<file path="src/hw/rtl/dqt_home_mod.sv">
// id mod depth unit: reciprocal multiply, then multiply back and subtract
module dqt_home_mod #(
   parameter int DEPTH = 512
) (
   input  logic                     clock,
   input  logic                     reset,
   input  logic                     start,
   input  logic [15:0]              id_value,
   output logic                     done,
   output logic [$clog2(DEPTH)-1:0] home
);
   localparam int IW = $clog2(DEPTH);
   // ceil(2^32 / depth) gives the exact quotient for every 16-bit id
   localparam longint RECIP = ((64'd1 << 32) + DEPTH - 1) / DEPTH;
   localparam logic [31:0] RECIP_W = RECIP[31:0];
   localparam logic [16:0] DEPTH_W = DEPTH[16:0];

   logic [15:0]   id_ff, id_in;
   logic [15:0]   quot_ff, quot_in;
   logic [IW-1:0] rem_ff, rem_in;
   logic          mul_ff, mul_in;
   logic          done_ff, done_in;
   logic [47:0]   prod;
   logic [32:0]   back;
   logic [32:0]   diff;

   always_comb begin
      prod = 48'(id_value) * 48'(RECIP_W);
      back = 33'(quot_ff) * 33'(DEPTH_W);
      diff = 33'(id_ff) - back;
      id_in = id_ff;
      quot_in = quot_ff;
      rem_in = rem_ff;
      mul_in = start;
      done_in = mul_ff;
      // quotient from the reciprocal, registered with the id
      if (start) begin
         id_in = id_value;
         quot_in = prod[47:32];
      end
      // then the remainder from the registered quotient
      if (mul_ff) begin
         rem_in = diff[IW-1:0];
      end
   end

   always_ff @(posedge clock) begin
      if (reset) begin
         mul_ff <= 1'b0;
         done_ff <= 1'b0;
      end else begin
         mul_ff <= mul_in;
         done_ff <= done_in;
      end
      id_ff <= id_in;
      quot_ff <= quot_in;
      rem_ff <= rem_in;
   end

   assign done = done_ff;
   assign home = rem_ff;
endmodule

</file>
<file path="config.mk">
export PLATFORM = sky130hd
export DESIGN_NAME = dqt_home_mod
export DESIGN_NICKNAME = d
export VERILOG_FILES = /design/src/hw/rtl/dqt_home_mod.sv
export SDC_FILE = /design/constraint.sdc
export NUM_CORES = 1
export LEC_CHECK = 0
export ABC_AREA = 1
export CAP_MARGIN = 5
export CELL_PAD_IN_SITES_DETAIL_PLACEMENT = 1
export CELL_PAD_IN_SITES_GLOBAL_PLACEMENT = 1
export CORE_AREA = 2 2 39 41
export CTS_CLUSTER_SIZE = 14
export DETAILED_ROUTE_END_ITERATION = 10
export DIE_AREA = 0 0 41 43
export DONT_BUFFER_PORTS = 1
export PLACE_DENSITY = 0.77
export SETUP_SLACK_MARGIN = 0.4
export SKIP_CTS_REPAIR_TIMING = 1
export SYNTH_ARGS = -nofsm -noshare
export SYNTH_HDL_FRONTEND = slang
export SYNTH_SLANG_ARGS = --single-unit
</file>
<file path="constraint.sdc">
create_clock -name clock -period 2.7 [get_ports clock]
set_clock_uncertainty 0.05 [all_clocks]
set_input_delay 0.81 -clock clock [delete_from_list [all_inputs] [get_ports clock]]
set_output_delay 0.81 -clock clock [all_outputs]
set_load 0.05 [all_outputs]
</file>
Word level (Yosys, flattened, before mapping)
Cells that the tools add are included.
Word-level totals
  output and inout bits: 10
  bits in registers: 20
Cells by class
  $add $sub $neg: 1
Operators with widths (number)
  $sub 9x1->9 const B: 1

Logic depth before layout (Yosys ltp)
Gate-level depths: netlist of the first run.
  depth in word-level cells: 1
  gate-level depth with buffers: 2
  mapped depth without buffers: 2

Worst setup path after synthesis of the first run
OpenSTA, ideal clock, no wires.
  path kind: register to output
  start point: register rem_ff[0] (netlist: home[0])
  end point: output port home[0]
  setup slack: 1.239 ns
  data required time: 1.840 ns
  data arrival time: 0.601 ns
  stages on the path, launching flop included: 1
  path through: edfxtp_1
RTL lines
  from (decl): RTL line 20  | logic [IW-1:0] rem_ff, rem_in;
  from (signal assigned): RTL line 57  | rem_ff <= rem_in;
  to (decl): RTL line 10  | output logic [$clog2(DEPTH)-1:0] home
No word-level cell between the ends.

Worst setup path in the final report of the first run
  start point: register rem_ff[8] (netlist: home[8])
  end point: output port home[8]
No word-level cell between the ends.

==> metrics, run 1 <==
sequential area share after synthesis=0.975; Flop pwr share=0.749; sw frac=0.229; Worst-Margin Slew=0.476 ns; syn nets=43; io pins=29; clock share of power=0.249; initial drt markers=3; synthesized area per cell=24.8 µm²; Gate power share=0.002; Vias/cell=4.93; max frequency=556 MHz; global-route usage over all layers=0.0999; Switching Power=126 µW; utilization after layout=0.464; initial core utilization=0.430; start point of the critical path=home[8]$_DFFE_PP_; worst-path maximum fanout=1; DIE AREA=1760 µm²; die span in x=41 µm; Post-Route WL=654 µm; clock network latency to the later pin of the worst-skew pair=0.28 ns; largest net degree at the start of global routing=12; maximum buffer depth of the clock tree=2; Lkg Pwr=0.216 nW; WHS=0.385 ns; maxcap violations=0; via count=217; Die H=43 µm; drt first pass iters=4; antenna cells=0; row cnt=14; fin crit share=0.666; GR Overflow Total=0; Design Power=547 µW; Max Slew Vio Count=0; Area growth syn-to-layout=7.77%; P per Cell Area=853 nW/µm²; synthesized area=596 µm²; Final Hold Fails=0; CTS tree=built; clock sink count=20; maximum vdd drop=0.334 mV; initial antenna violation count=0; RSZ-0062 raised after global routing=no; yosys warns=0; CTS Buf Count=3; Req. time, crit path=1.84 ns; crit end category=output port; Routability Congestion=0.579; clock root buffer=clkbuf_4; Placed Cells=40; Antenna Nets Post-Route=0; CTS H-Tree Depth=1; status=complete, no violations; share of cells above drive strength 1=0.107; Post-Synthesis Cells=24; first-pass GRT wire length=1040 µm; setup TNS=0 ns; kind of critical path=reg -> out; worst rel slew slack=0.682; Tmin final=1.80 ns; DRC Markers=0; internal power=422 µW; Final Setup Violations=0; Final #Nets=48; input/output buffers=0; worst hold start=id_ff[1]$_DFFE_PP_; total core area=1380 µm²; crit path DAT=0.94 ns; Worst Hold Class=reg -> reg; R2R Path Start=done_in$_SDFF_PP0_; flops & latches, synth=20; fin cells=44; Unique masters post-synth=4; clk slew on worst S/H paths=0.10 ns; vias in the first global route=209; Worst setup SP type=flip-flop; drt wl/cell=14.9 µm
## power by group through the flow
stage / clock (mW) / combinational (mW) / sequential [mW]
6_report: 0.136 / 0.00129 / 0.410
5_1_grt: 0.164 / 0.00168 / 0.413
4_1_cts: 0.144 / 0.00138 / 0.411
3_5_place_dp: 0 / 0.00137 / 0.418
3_3_place_gp: 0 / 0.00109 / 0.416
2_1_floorplan: 0 / 0.00101 / 0.414
## kinds of logic after synthesis
family	Yosys count	share of synthesized area
simple gates	2	0.0126
flops	20	0.975
buf+inv	2	0.0126
## registers in the layout, indices dropped and copies added, names as in the netlist
signal	cells
id_ff	9
home	9
done	1
done_in	1
## cells in the mapped netlist
master | n | area [µm²]
dfxtp_1 | 2 | 40.0
edfxtp_1 | 18 | 541
inv_1 | 2 | 7.51
nor2_1 | 2 | 7.51
## cells in the final DEF, fill, tap and decap left out
master	count
dfxtp_1	2
nor2_1	2
edfxtp_1	18
clkbuf_4	3
inv_1	2
clkbuf_1	1
## final cells by class
cell class	instances	area, µm²
Fill cell	120	742
Multi-Input combinational cell	2	7.51
Clock buffer	4	26.3
Tap cell	16	20.0
Sequential cell	20	581
Inverter	2	7.51
## layer usage
metal,GRT usage,part of all wire,vias to the layer above
li1,-,-,98
met1,0.145,0.50,100
met3,0.0366,0.043,2
met2,0.106,0.43,17
met5,0,0,-
met4,0.100,0.018,0
## metrics by stage
stage               setup WS [ns]  instance area, µm²
finish                      0.901                 642
global route                0.839                 642
global placement             1.23                 616
CTS                         0.881                 642
detailed placement           1.21                 616
floorplan                    1.24                 596
## worst paths after layout
check | end | slack, ns | cells past startpoint
worst min-delay path | home[1]$_DFFE_PP_ | 0.38 | 0
worst min register to register | home[1]$_DFFE_PP_ | 0.38 | 0
worst max register to register | home[6]$_DFFE_PP_ | 1.75 | 0
worst max-delay path | home[8] | 0.90 | 0
No activity file was read; power rests on OpenSTA's default activity.
==> run 2: changes to the inputs <==
--- a/config.mk
+++ b/config.mk
@@ -9,10 +9,10 @@
 export CAP_MARGIN = 5
 export CELL_PAD_IN_SITES_DETAIL_PLACEMENT = 1
 export CELL_PAD_IN_SITES_GLOBAL_PLACEMENT = 1
-export CORE_AREA = 2 2 39 41
+export CORE_MARGIN = 2
+export CORE_UTILIZATION = 45
 export CTS_CLUSTER_SIZE = 14
 export DETAILED_ROUTE_END_ITERATION = 10
-export DIE_AREA = 0 0 41 43
 export DONT_BUFFER_PORTS = 1
 export PLACE_DENSITY = 0.77
 export SETUP_SLACK_MARGIN = 0.4
==> constraint.sdc (replaced) <==
create_clock -name clock -period 1.68 [get_ports clock]
set_clock_uncertainty 0.05 [all_clocks]
set_input_delay 0.504 -clock clock [delete_from_list [all_inputs] [get_ports clock]]
set_output_delay 0.504 -clock clock [all_outputs]
set_load 0.05 [all_outputs]
==> metrics, run 2 (synthesized netlist as in run 1, its figures left out) <==
Req. time, crit path=1.13 ns (-0.71 ns); largest net degree at the start of global routing=12 (unchanged); number of cells on the critical path=0 (unchanged); hold path depth=1 (+1); status=complete, no violations; via count=204 (-6.0%); Vias/cell=4.74 (-3.8%); share of cells above drive strength 1=0.143 (+0.0357); antenna cells=0 (unchanged); maximum buffer depth of the clock tree=2 (unchanged); Final Setup Violations=0 (unchanged); initial drt markers=0 (-3); initial antenna violation count=0 (unchanged); input/output buffers=0 (unchanged); Worst setup SP type=flip-flop; depth of the most critical reg-to-reg path=0 (unchanged); Worst Hold Class=in -> reg; Placed Cells=39 (-2.5%); GR Overflow Total=0 (unchanged); maximum vdd drop=0.637 mV (+91%); fin cells=43 (-2.3%); fin crit share=0.890; io pins=29 (unchanged); Post-DP Area=614 µm² (-0.20%); CTS Buf Count=3 (unchanged); max frequency=669 MHz; total core area=1270 µm² (-8.3%); global-route usage over all layers=0.0862 (-0.0137); setup TNS=0 ns (unchanged); kind of critical path=reg -> out; crit end category=output port; CTS tree=built; maxcap violations=0 (unchanged); most frequent cells in the layout=18 x edfxtp_1, 3 x clkbuf_4, 2 x inv_1, 2 x nor2_1; Final Hold Fails=0 (unchanged); Lkg Pwr=0.217 nW (+0.50%); row cnt=13 (-1); DRC Markers=0 (unchanged); clock sink count=20 (unchanged); worst-path maximum fanout=1 (unchanged); vias in the first global route=180 (-14%); clock root buffer=clkbuf_4; commonest non-fill, non-tap cell in the layout=edfxtp_1; utilization after layout=0.508 (+0.0441); first-pass GRT wire length=738 µm (-29%); clk slew on worst S/H paths=0.10 ns (about the same); Area growth syn-to-layout=8.19%; P per Cell Area=1350 nW/µm² (+58%); drt first pass iters=1 (-3); DIE AREA=1630 µm² (-7.5%); die span in x=40.4 µm (-1.5%); Routability Congestion=0.601 (+3.8%); final worst slack=0.185 ns (-0.716 ns); Tmin final=1.50 ns; Max Slew Vio Count=0 (unchanged); clock network latency to the later pin of the worst-skew pair=0.29 ns (about the same); Antenna Nets Post-Route=0 (unchanged); Design Power=870 µW (+59%); Die H=40.4 µm (-6.1%); design area=644 µm² (+0.39%); Worst-Margin Slew=0.469 ns (-0.00738 ns); Post-Route WL=584 µm (-11%); worst rel slew slack=0.688 (+0.00601); crit path DAT=0.94 ns (about the same); setup slack at placement=0.505 ns (-0.710 ns); Final #Nets=48 (unchanged); RSZ-0062 raised after global routing=yes; WHS=0.221 ns (-0.164 ns); initial core utilization=0.469 (+0.0390); CTS H-Tree Depth=1 (unchanged); drt wl/cell=13.6 µm (-8.6%)
==> run 2: final timing paths <==
kind,startpoint,end,slack [ns]
min reg2reg,id_ff[2]$_DFFE_PP_,home[2]$_DFFE_PP_,0.38
max,home[1]$_DFFE_PP_,home[1],0.18
max reg2reg,done_in$_SDFF_PP0_,home[5]$_DFFE_PP_,0.74
min,reset,done$_SDFF_PP0_,0.22
==> run 2: layer usage <==
metal	wire, µm	vias up	track usage
met1	275	85	0.0965
met4	27	0	0.125
li1	-	96	-
met2	229	21	0.0873
met3	51	2	0.0556
met5	0	-	0
==> run 2: layout make-up <==
cell class	count	area, µm²
well taps	15	18.8
multi-input cells	2	7.51
fillers	118	624
clock buffers	3	22.5
inverters	2	7.51
flip-flops and latches	20	584
clock inverters	1	3.75
==> run 2: power by group <==
| part | internal, mW | switching, mW | leakage [nW] |
|---|---|---|---|
| Combinational | 0.000861 | 0.00101 | 0.0122 |
| Sequential | 0.584 | 0.0733 | 0.190 |
| Clock | 0.0864 | 0.124 | 0.0154 |
| Total | 0.671 | 0.198 | 0.217 |
