$ cat src/hw/rtl/dqt_ram.sv
// generic single write port ram with registered read
module dqt_ram #(
   parameter int WIDTH = 8,
   parameter int DEPTH = 16
) (
   input  logic                     clock,
   input  logic                     wr_en,
   input  logic [$clog2(DEPTH)-1:0] wr_addr,
   input  logic [WIDTH-1:0]         wr_data,
   input  logic [$clog2(DEPTH)-1:0] rd_addr,
   output logic [WIDTH-1:0]         rd_data
);
   logic [WIDTH-1:0] mem_ff [DEPTH];
   logic [WIDTH-1:0] rd_data_ff;

   always_ff @(posedge clock) begin
      if (wr_en) begin
         mem_ff[wr_addr] <= wr_data;
      end
      rd_data_ff <= mem_ff[rd_addr];
   end

   assign rd_data = rd_data_ff;
endmodule

$ cat config.mk
export PLATFORM = sky130hd
export DESIGN_NAME = dqt_ram
export DESIGN_NICKNAME = d
export VERILOG_FILES = /design/src/hw/rtl/dqt_ram.sv
export SDC_FILE = /design/constraint.sdc
export NUM_CORES = 1
export LEC_CHECK = 0
export ABC_AREA = 1
export BUFFER_PORTS_ARGS = -buffer_cell sky130_fd_sc_hd__buf_4
export CELL_PAD_IN_SITES_DETAIL_PLACEMENT = 0
export CELL_PAD_IN_SITES_GLOBAL_PLACEMENT = 1
export CORE_MARGIN = 2
export CORE_UTILIZATION = 30
export DETAILED_ROUTE_END_ITERATION = 8
export GPL_ROUTABILITY_DRIVEN = 1
export GPL_TIMING_DRIVEN = 0
export PLACE_DENSITY_LB_ADDON = 0.1
export SKIP_LAST_GASP = 1
export SYNTH_ARGS = -nofsm -noshare
export SYNTH_HDL_FRONTEND = slang
export SYNTH_SLANG_ARGS = --single-unit
$ cat constraint.sdc
create_clock -name clock -period 1.5 [get_ports clock]
set_clock_uncertainty 0.05 [all_clocks]
set_input_delay 0.075 -clock clock [delete_from_list [all_inputs] [get_ports clock]]
set_output_delay 0.075 -clock clock [all_outputs]
set_load 0.1 [all_outputs]
Yosys cells after proc, flatten, opt, wreduce, memory -nomap -nowiden. Memories as Yosys holds them, arrays and structs flattened. A register that Yosys moved wholly into a read port is not among the register bits. Cells that the tools add are included.

Memories kept: 1. Bits in registers: 0. Output and inout bits: 8. Bits in writable memories: 128. Word-level logic and storage cells: 3. Bits of input ports: 18.

Multiplexer cells: 2.

Memories: mem_ff (depth 16, bits a word 8, read ports 1, clocked after Yosys merged registers in 1, wr ports 1, line 13) `logic [WIDTH-1:0] mem_ff [DEPTH];`.

Operators by type and width (number): two-way mux 1 bit (2).

Depth between registers and ports, before layout. Gate-level depths: netlist of the first run.

Word-level depth: 2. Mapped depth: 8. Mapped depth without buffers: 7.

Worst setup path before layout of the first run. No wires, ideal clock.

Path type: input-to-reg. Start point: input wr_addr[2]. End point: memory mem_ff[10][0] (enable). Library setup time: 370 ps. Data arrival time: 656 ps. Data required time: 1080 ps. Setup slack: 424 ps. Path buffers: 0. Cell stages on the path: 2. Cell sequence: nand3b_1 > nor2_1.

RTL lines: start, declared (line 8) `input logic [$clog2(DEPTH)-1:0] wr_addr,`; end, declared (line 13).

Straight into the memory's write port.

Worst setup path in the final report of the first run.
Start point: input wr_addr[3]. End point: memory mem_ff[6][3] (enable).

Straight into the memory's write port.

==> results of run 1 <==
## final cells by class
type	instances	share of cell area
tap	234	0.04274
timing repair buffer	30	0.03580
multi-input combinational	289	0.1772
clock buffer	20	0.06374
sequential	136	0.5845
buffer	24	0.02429
inverter	102	0.05589
clock inverter	12	0.01589
## cell usage in the layout, fill, tap and decap left out, types with 6 or more instances in the layout
cell           netlist  final
buf_2               13     13
buf_4                4     26
buf_6                6      6
clkbuf_16            0     17
dfxtp_1              8      8
dlygate4sd3_1        0      8
edfxtp_1           128    128
inv_1              100    100
nand2_1            173    173
nand3_1             97     97
nor2_1              17     17
## tightest hold or removal path, cell delays in order
cell     delay, ns
buf_2         0.16
nand3_1       0.10
nand3_1       0.07
nand2_1       0.07
## per-stage QoR
stage | setup TNS (ns) | power [mW] | area (sq um) | setup slack, ns
floorplan | 0 | 4.828 | 5767 | 0.4242
global placement | -15.45 | 5.132 | 6225 | -0.3967
detailed placement | -17.14 | 5.140 | 6225 | -0.3983
CTS | 0 | 9.037 | 6830 | 0.04355
global route | -0.07361 | 9.252 | 6850 | -0.01005
finish | 0 | 8.944 | 6850 | 0.02234
## flip-flops by register name, indices dropped and copies added (netlist names)
name and flops:
mem_ff 128, rd_data 8
## power by group through the flow
stage | Clock (mW) | Sequential [mW] | Combinational (mW)
3_3_place_gp | 0 | 4.35 | 0.784
2_1_floorplan | 0 | 4.53 | 0.300
4_1_cts | 3.96 | 4.27 | 0.805
5_1_grt | 4.12 | 4.28 | 0.858
6_report | 3.88 | 4.27 | 0.797
3_5_place_dp | 0 | 4.35 | 0.790
## how the worst max path moves through the flow
stage,from,cells after the start,endpoint,slack [ns]
final,wr_addr[3],3,mem_ff[6][3]$_DFFE_PP_,0.02
after global routing,wr_addr[3],3,mem_ff[6][0]$_DFFE_PP_,-0.01
after CTS,wr_addr[3],3,mem_ff[7][1]$_DFFE_PP_,0.04
after detailed placement,wr_addr[3],3,mem_ff[7][3]$_DFFE_PP_,-0.40
after global placement,wr_addr[3],3,mem_ff[7][5]$_DFFE_PP_,-0.40
after floorplan,wr_addr[2],2,mem_ff[10][0]$_DFFE_PP_,0.42
## per-layer routing
metal  routed length (microns)  up-vias  track usage
met5                         0        -            0
met4                       282        0      0.06357
met3                       698       16      0.03052
met2                      7491       96       0.2591
met1                      7753     1804       0.2353
li1                          -     1875            -
## timing repair
item | 4_1_cts | 5_1_grt
hold buffers | 6 | 2
endpoints found under the setup margin | 0 | 8
endpoints found under the hold margin | 95 | 4
## kinds of logic (layout without fill, tap and decap cells)
| logic type | count (synthesis) | in the layout | synth area share |
|---|---|---|---|
| flip-flops | 136 | 136 | 0.6943 |
| buffers and inverters | 126 | 188 | 0.09525 |
| AND/OR/NAND/NOR | 289 | 289 | 0.2105 |
==> flow_summary.ini, run 1 <==
[status]
status = complete, no violations

[clock_tree]
post_cts.repair.setup_buffers = 0
cts_tree = done
clk_latency_ns = 0.41
root_buffer = clkbuf_16
cts.sinks = 136
clk_pin_slew_ns = 0.06
cts_resized = 0
htreeDepth = 4
cts_buffers = 17
cts_buffer_depth = 2

[synth]
synth_nets = 569
synth-seq-area-share = 0.6943
synth_area_sq_um = 5767
synth_edf_count = 128
ys_ff_latch = 136
syn_area_per_cell_sq_um = 10.47
synth_top_area_share = 0.6665
ys_types = 12
ys_top_cells_by_count = 173 x nand2_1, 128 x edfxtp_1, 100 x inv_1
yosysMostFrequentCell = nand2_1
yosysTopAreaCell = edfxtp_1
synth.area.top_cells = edfxtp_1 67%, nand2_1 11%, nand3_1 8.4%
syn_inst = 551
ys.flop_type = edfxtp_1
synth_async_sr_flop_share = 0
synth-warning-count = 0

[worst_hold_path]
min_to = rd_data[0]$_DFF_P_
min_path_type = in -> reg
min_path_cells = 4
min_from = rd_addr[2]

[global_route]
grt_overflow = 0
grt_max_degree = 17
grt_pass1_wl_mm = 23.57
antenna_found_initial = 0
grt_usage = 0.1677
grt_pass1_vias = 3651

[finish]
diodes = 0
multi_input_area_sq_um = 1214
area_growth_pct = 18.79
stdcell_count = 847
drive_gt1_frac = 0.1158
fillCellCount = 1888
nNetsFinal = 618
finish.utilization = 0.3650
regArea_sq_um = 4004

[floorplan]
rows = 50
io_pins = 26
dieArea_sq_um = 20350
die_w_microns = 142.6
die_y_microns = 142.6
core_area_sq_um = 18770
initial_core_util = 0.3073

[place]
place_congestion = 0.8030
portBuffers = 22
dp_cells = 807
place_hpwl_mm = 10.67

[worst_setup_path]
r2r_start = mem_ff[9][1]$_DFFE_PP_
cpMaxStageDelayCell = nor2_1
cp-end-kind = flip-flop
crit_fanout = 8
critPathRequiredTime_ns = 1.47
timing.rr.end = rd_data[1]$_DFF_P_
r2r_slack_ns = 0.34
worstPathArrival_ns = 1.45
crit_path_cell_trace = buf_4 -> nand3b_1 -> nor2_1
path_buf_inv = 1
max_stage_delay_ns = 0.96
worstSetupPathType = in -> reg
reg2reg_depth = 6
worst_setup_path_start_kind = input port
cp_top_family = simple AND/OR/NAND/NOR gates

[flow_run]
cap_violations = 0

[power]
pwr-share-clk = 0.433
p_leak_nw = 2.924
p_seq_frac = 0.478
vdd_drop_max_mv = 0.7176
internal-power_mw = 6.856
p_sw_frac = 0.2335
p_switching_mw = 2.088
power_density_nw_per_um2 = 1306
pwr-share-comb = 0.089

[detailed_routing]
drt_iter0_drc = 324
first_pass_iters = 7
vias = 3791
antenna_left = 0
wl_mm = 16.23
drc = 0
avgRoutedWirePerCell_microns = 19.16
avgViaCountPerCell = 4.476

[sta]
maxSlewHeadroom = 0.1999
worst_pin_slew_ns = 1.196
fmax_mhz = 676.7
rsz0062_at_grt = true
min_period_ns = 1.478
slew_violations = 0
post-route-period-util = 0.9851
setup_viol = 0
timing.hold.ws_ns = 0.05764
hold_violations = 0
Power figures use the tool's default switching activity.
==> inputs of run 2 (changes only) <==
--- a/config.mk
+++ b/config.mk
@@ -12,4 +12,5 @@
 export CORE_MARGIN = 2
 export CORE_UTILIZATION = 30
+export CTS_BUF_LIST = sky130_fd_sc_hd__clkbuf_8
 export DETAILED_ROUTE_END_ITERATION = 8
 export GPL_ROUTABILITY_DRIVEN = 1
--- a/constraint.sdc
+++ b/constraint.sdc
@@ -3,3 +3,3 @@
 set_input_delay 0.075 -clock clock [delete_from_list [all_inputs] [get_ports clock]]
 set_output_delay 0.075 -clock clock [all_outputs]
-set_load 0.1 [all_outputs]
+set_load 0.05 [all_outputs]
==> flow_summary.ini, run 2 (synthesized netlist as in run 1, its figures left out) <==
[place]
portBuffers = 22
dp_cells = 807
pre_cts_ws_ns = -0.3983
place_congestion = 0.8030
dpl_cell_area_sq_um = 6225
place_hpwl_mm = 10.67

[clock_tree]
holdBufCountCts = 8
clk_latency_ns = 0.44
cts.sinks = 136
cts_tree = done
post_cts.repair.setup_buffers = 0
cts_buffer_depth = 2
root_buffer = clkbuf_8
cts_buffers = 17
htreeDepth = 4
clk_pin_slew_ns = 0.07
cts_resized = 0

[sta]
maxSlewHeadroom = 0.2001
fmax_mhz = 692.7
rsz0062_at_grt = false
worst_pin_slew_ns = 1.195
setup_ws_ns = 0.05632
hold_violations = 0
post-route-period-util = 0.9625
setup_viol = 0
slew_violations = 0
min_period_ns = 1.444

[detailed_routing]
antenna_left = 0
wl_mm = 16.27
vias = 3796
first_pass_iters = 7
avgRoutedWirePerCell_microns = 19.21
drc = 0
avgViaCountPerCell = 4.482
drt_iter0_drc = 305

[finish]
largest_register = mem_ff
final_common_cell = nand2_1
stdcell_count = 847
nNetsFinal = 618
area_growth_pct = 15.47
largest_reg_flops = 128
diodes = 0
drive_gt1_frac = 0.1158
final_area_sq_um = 6659
layout_common_cells = 173 x nand2_1, 128 x edfxtp_1, 103 x inv_1
fillCellCount = 1905

[worst_setup_path]
critPathRequiredTime_ns = 1.51
crit_fanout = 8
cp-end-kind = flip-flop
worstSetupPathType = in -> reg
worst_setup_path_start_kind = input port
worstPathArrival_ns = 1.45

[power]
p_leak_nw = 2.849
totalPowerFinal_mw = 7.739
power_density_nw_per_um2 = 1162
vdd_drop_max_mv = 0.4768

[global_route]
grt_max_degree = 17
grt_pass1_wl_mm = 23.58
grt_overflow = 0
antenna_found_initial = 0
grt_pass1_vias = 3649
grt_usage = 0.1681

[floorplan]
io_pins = 26
initial_core_util = 0.3073
dieArea_sq_um = 20350
core_area_sq_um = 18770
die_y_microns = 142.6
die_w_microns = 142.6
rows = 50

[flow_run]
cap_violations = 0

[worst_hold_path]
min_path_type = in -> reg

[status]
status = complete, no violations
run 2: cell count changes in the layout (fill, tap and decap cells not counted):
cell and change:
clkbuf_1 -3, clkbuf_16 -17, clkbuf_8 +17, inv_1 +3
run 2: worst max-delay path: stages:
cell and delay, ns:
buf_4 0.12, nand3b_1 0.28, nor2_1 0.96
run 2: path summary, 6_finish.rpt:
check / start / end / slack, ns / depth (start not counted)
setup / recovery: wr_addr[3] / mem_ff[7][5]$_DFFE_PP_ / 0.06 / 3
hold / removal: rd_addr[2] / rd_data[0]$_DFF_P_ / 0.03 / 4
setup reg to reg: mem_ff[9][1]$_DFFE_PP_ / rd_data[1]$_DFF_P_ / 0.35 / 6
hold reg to reg: mem_ff[9][6]$_DFFE_PP_ / rd_data[6]$_DFF_P_ / 0.65 / 6
run 2: cell type report:
type | count | area, sq um | area share
Buffer | 24 | 166.4 | 0.02499
Sequential cell | 136 | 4004 | 0.6013
Clock buffer | 17 | 234.0 | 0.03514
Clock inverter | 15 | 120.1 | 0.01804
Timing Repair Buffer | 30 | 245.2 | 0.03683
Inverter | 102 | 382.9 | 0.05750
Multi-Input combinational cell | 289 | 1214 | 0.1823
Tap cell | 234 | 292.8 | 0.04397
run 2: metal layers:
layer / up-vias / global-route usage / part of all wire
li1: 1870 / - / -
met1: 1789 / 0.2364 / 0.48
met2: 120 / 0.2586 / 0.45
met3: 17 / 0.03957 / 0.047
met4: 0 / 0.05107 / 0.018
met5: - / 0 / 0
run 2: per-stage QoR:
stage                       util  hold slack [ns]  TNS, ns
after floorplan                -           0.1239        0
after global placement    0.3317           0.3691   -15.45
after detailed placement  0.3317           0.3948   -17.14
after CTS                 0.3548        0.0007332        0
after global routing      0.3548          0.04154        0
final                     0.3548          0.02893        0
run 2: power breakdown:
part	switching (mW)	internal (mW)	total, mW
Combinational	0.501	0.202	0.703
Clock	1.35	1.42	2.77
Sequential	0.0210	4.24	4.26
==> inputs of run 3 (changes only) <==
- SETUP_SLACK_MARGIN: default -> 0.2
==> flow_summary.ini, run 3 (synthesized netlist as in run 1, its figures left out) <==
[status]
status = complete, no violations

[worst_setup_path]
r2r_start = mem_ff[9][1]$_DFFE_PP_
cp-end-kind = flip-flop
worst_setup_path_start_kind = input port
worstSetupPathType = in -> reg
worstPathArrival_ns = 1.44
timing.rr.end = rd_data[1]$_DFF_P_
r2r_slack_ns = 0.35
critPathRequiredTime_ns = 1.51
crit_fanout = 8
reg2reg_depth = 6

[clock_tree]
cts_tree = done
cts_buffer_depth = 2
clk_latency_ns = 0.44
cts_buffers = 17
clk_pin_slew_ns = 0.07
htreeDepth = 4
root_buffer = clkbuf_8
cts.sinks = 136

[detailed_routing]
drc = 0
first_pass_iters = 8
vias = 3758
avgRoutedWirePerCell_microns = 19.16
wl_mm = 16.23
drt_iter0_drc = 289
avgViaCountPerCell = 4.437
antenna_left = 0

[finish]
diodes = 0
fillCellCount = 1905
largest_register = mem_ff
largest_reg_flops = 128
area_growth_pct = 15.51
nNetsFinal = 618
drive_gt1_frac = 0.1175
multi_input_area_sq_um = 1216
finish.utilization = 0.3549
final_common_cell = nand2_1
layout_common_cells = 173 x nand2_1, 128 x edfxtp_1, 103 x inv_1
regArea_sq_um = 4004

[place]
portBuffers = 22
place_congestion = 0.8030
pre_cts_ws_ns = -0.3983
place_hpwl_mm = 10.67

[sta]
rsz0062_at_grt = true
min_period_ns = 1.434
maxSlewHeadroom = 0.1961
post-route-period-util = 0.9558
setup_ws_ns = 0.06636
timing.hold.ws_ns = 0.01815
hold_violations = 0
fmax_mhz = 697.5
worst_pin_slew_ns = 1.201
slew_violations = 0
setup_viol = 0

[worst_hold_path]
min_from = rd_addr[2]
min_to = rd_data[0]$_DFF_P_
min_path_type = in -> reg
min_path_cells = 4

[floorplan]
initial_core_util = 0.3073
die_w_microns = 142.6
dieArea_sq_um = 20350
die_y_microns = 142.6
io_pins = 26
rows = 50
core_area_sq_um = 18770

[flow_run]
cap_violations = 0

[global_route]
grt_pass1_vias = 3648
grt_usage = 0.1681
grt_overflow = 0
grt_pass1_wl_mm = 23.58
antenna_found_initial = 0
grt_max_degree = 17

[power]
vdd_drop_max_mv = 0.4753
power_density_nw_per_um2 = 1162
totalPowerFinal_mw = 7.740
p_leak_nw = 2.849
## run 3: worst max-delay path by stage
stage          slack [ns]                       to  cells after the start       start
2_1_floorplan        0.42  mem_ff[10][0]$_DFFE_PP_                      2  wr_addr[2]
4_1_cts              0.08   mem_ff[7][2]$_DFFE_PP_                      3  wr_addr[3]
3_3_place_gp        -0.40   mem_ff[7][5]$_DFFE_PP_                      3  wr_addr[3]
3_5_place_dp        -0.40   mem_ff[7][3]$_DFFE_PP_                      3  wr_addr[3]
5_1_grt              0.04   mem_ff[6][7]$_DFFE_PP_                      3  wr_addr[3]
6_report             0.07   mem_ff[7][5]$_DFFE_PP_                      3  wr_addr[3]
## run 3: cell type report
type	count	share of cell area
clock buffer	17	0.03512
tap	234	0.04395
sequential	136	0.6011
clock inverter	15	0.01803
inverter	102	0.05748
multi-input combinational	289	0.1826
buffer	24	0.02498
timing repair buffer	30	0.03681
## run 3: repair_timing
action | in CTS | in global routing
hold buffers | 8 | 0
setup buffers | 0 | 0
hold endpoints to repair | 128 | 0
endpoints found under the setup margin | 23 | 16
gates resized for setup | 1 | 0
gates cloned | 0 | 0
## run 3: power by group
group / internal [mW] / total (mW) / switching [mW]
combinational: 0.202 / 0.702 / 0.499
clock: 1.42 / 2.77 / 1.36
sequential: 4.24 / 4.26 / 0.0211
total: 5.86 / 7.74 / 1.88
## run 3: per-stage QoR
step	cell area [sq um]	instances	TNS [ns]
after floorplan	5767	551	0
after global placement	6225	807	-15.45
after detailed placement	6225	807	-17.14
after CTS	6661	847	0
after global routing	6661	847	0
final	6661	847	0
## run 3: worst max-delay path, stage by stage
cell and delay, ns:
buf_4 0.12, nand3b_1 0.27, nor2_1 0.96
## run 3: per-layer routing
| layer | up-vias | global-route usage | share of wire |
|---|---|---|---|
| met3 | 16 | 0.03957 | 0.048 |
| li1 | 1870 | - | - |
| met2 | 90 | 0.2589 | 0.45 |
| met1 | 1782 | 0.2362 | 0.48 |
| met5 | - | 0 | 0 |
| met4 | 0 | 0.05107 | 0.018 |
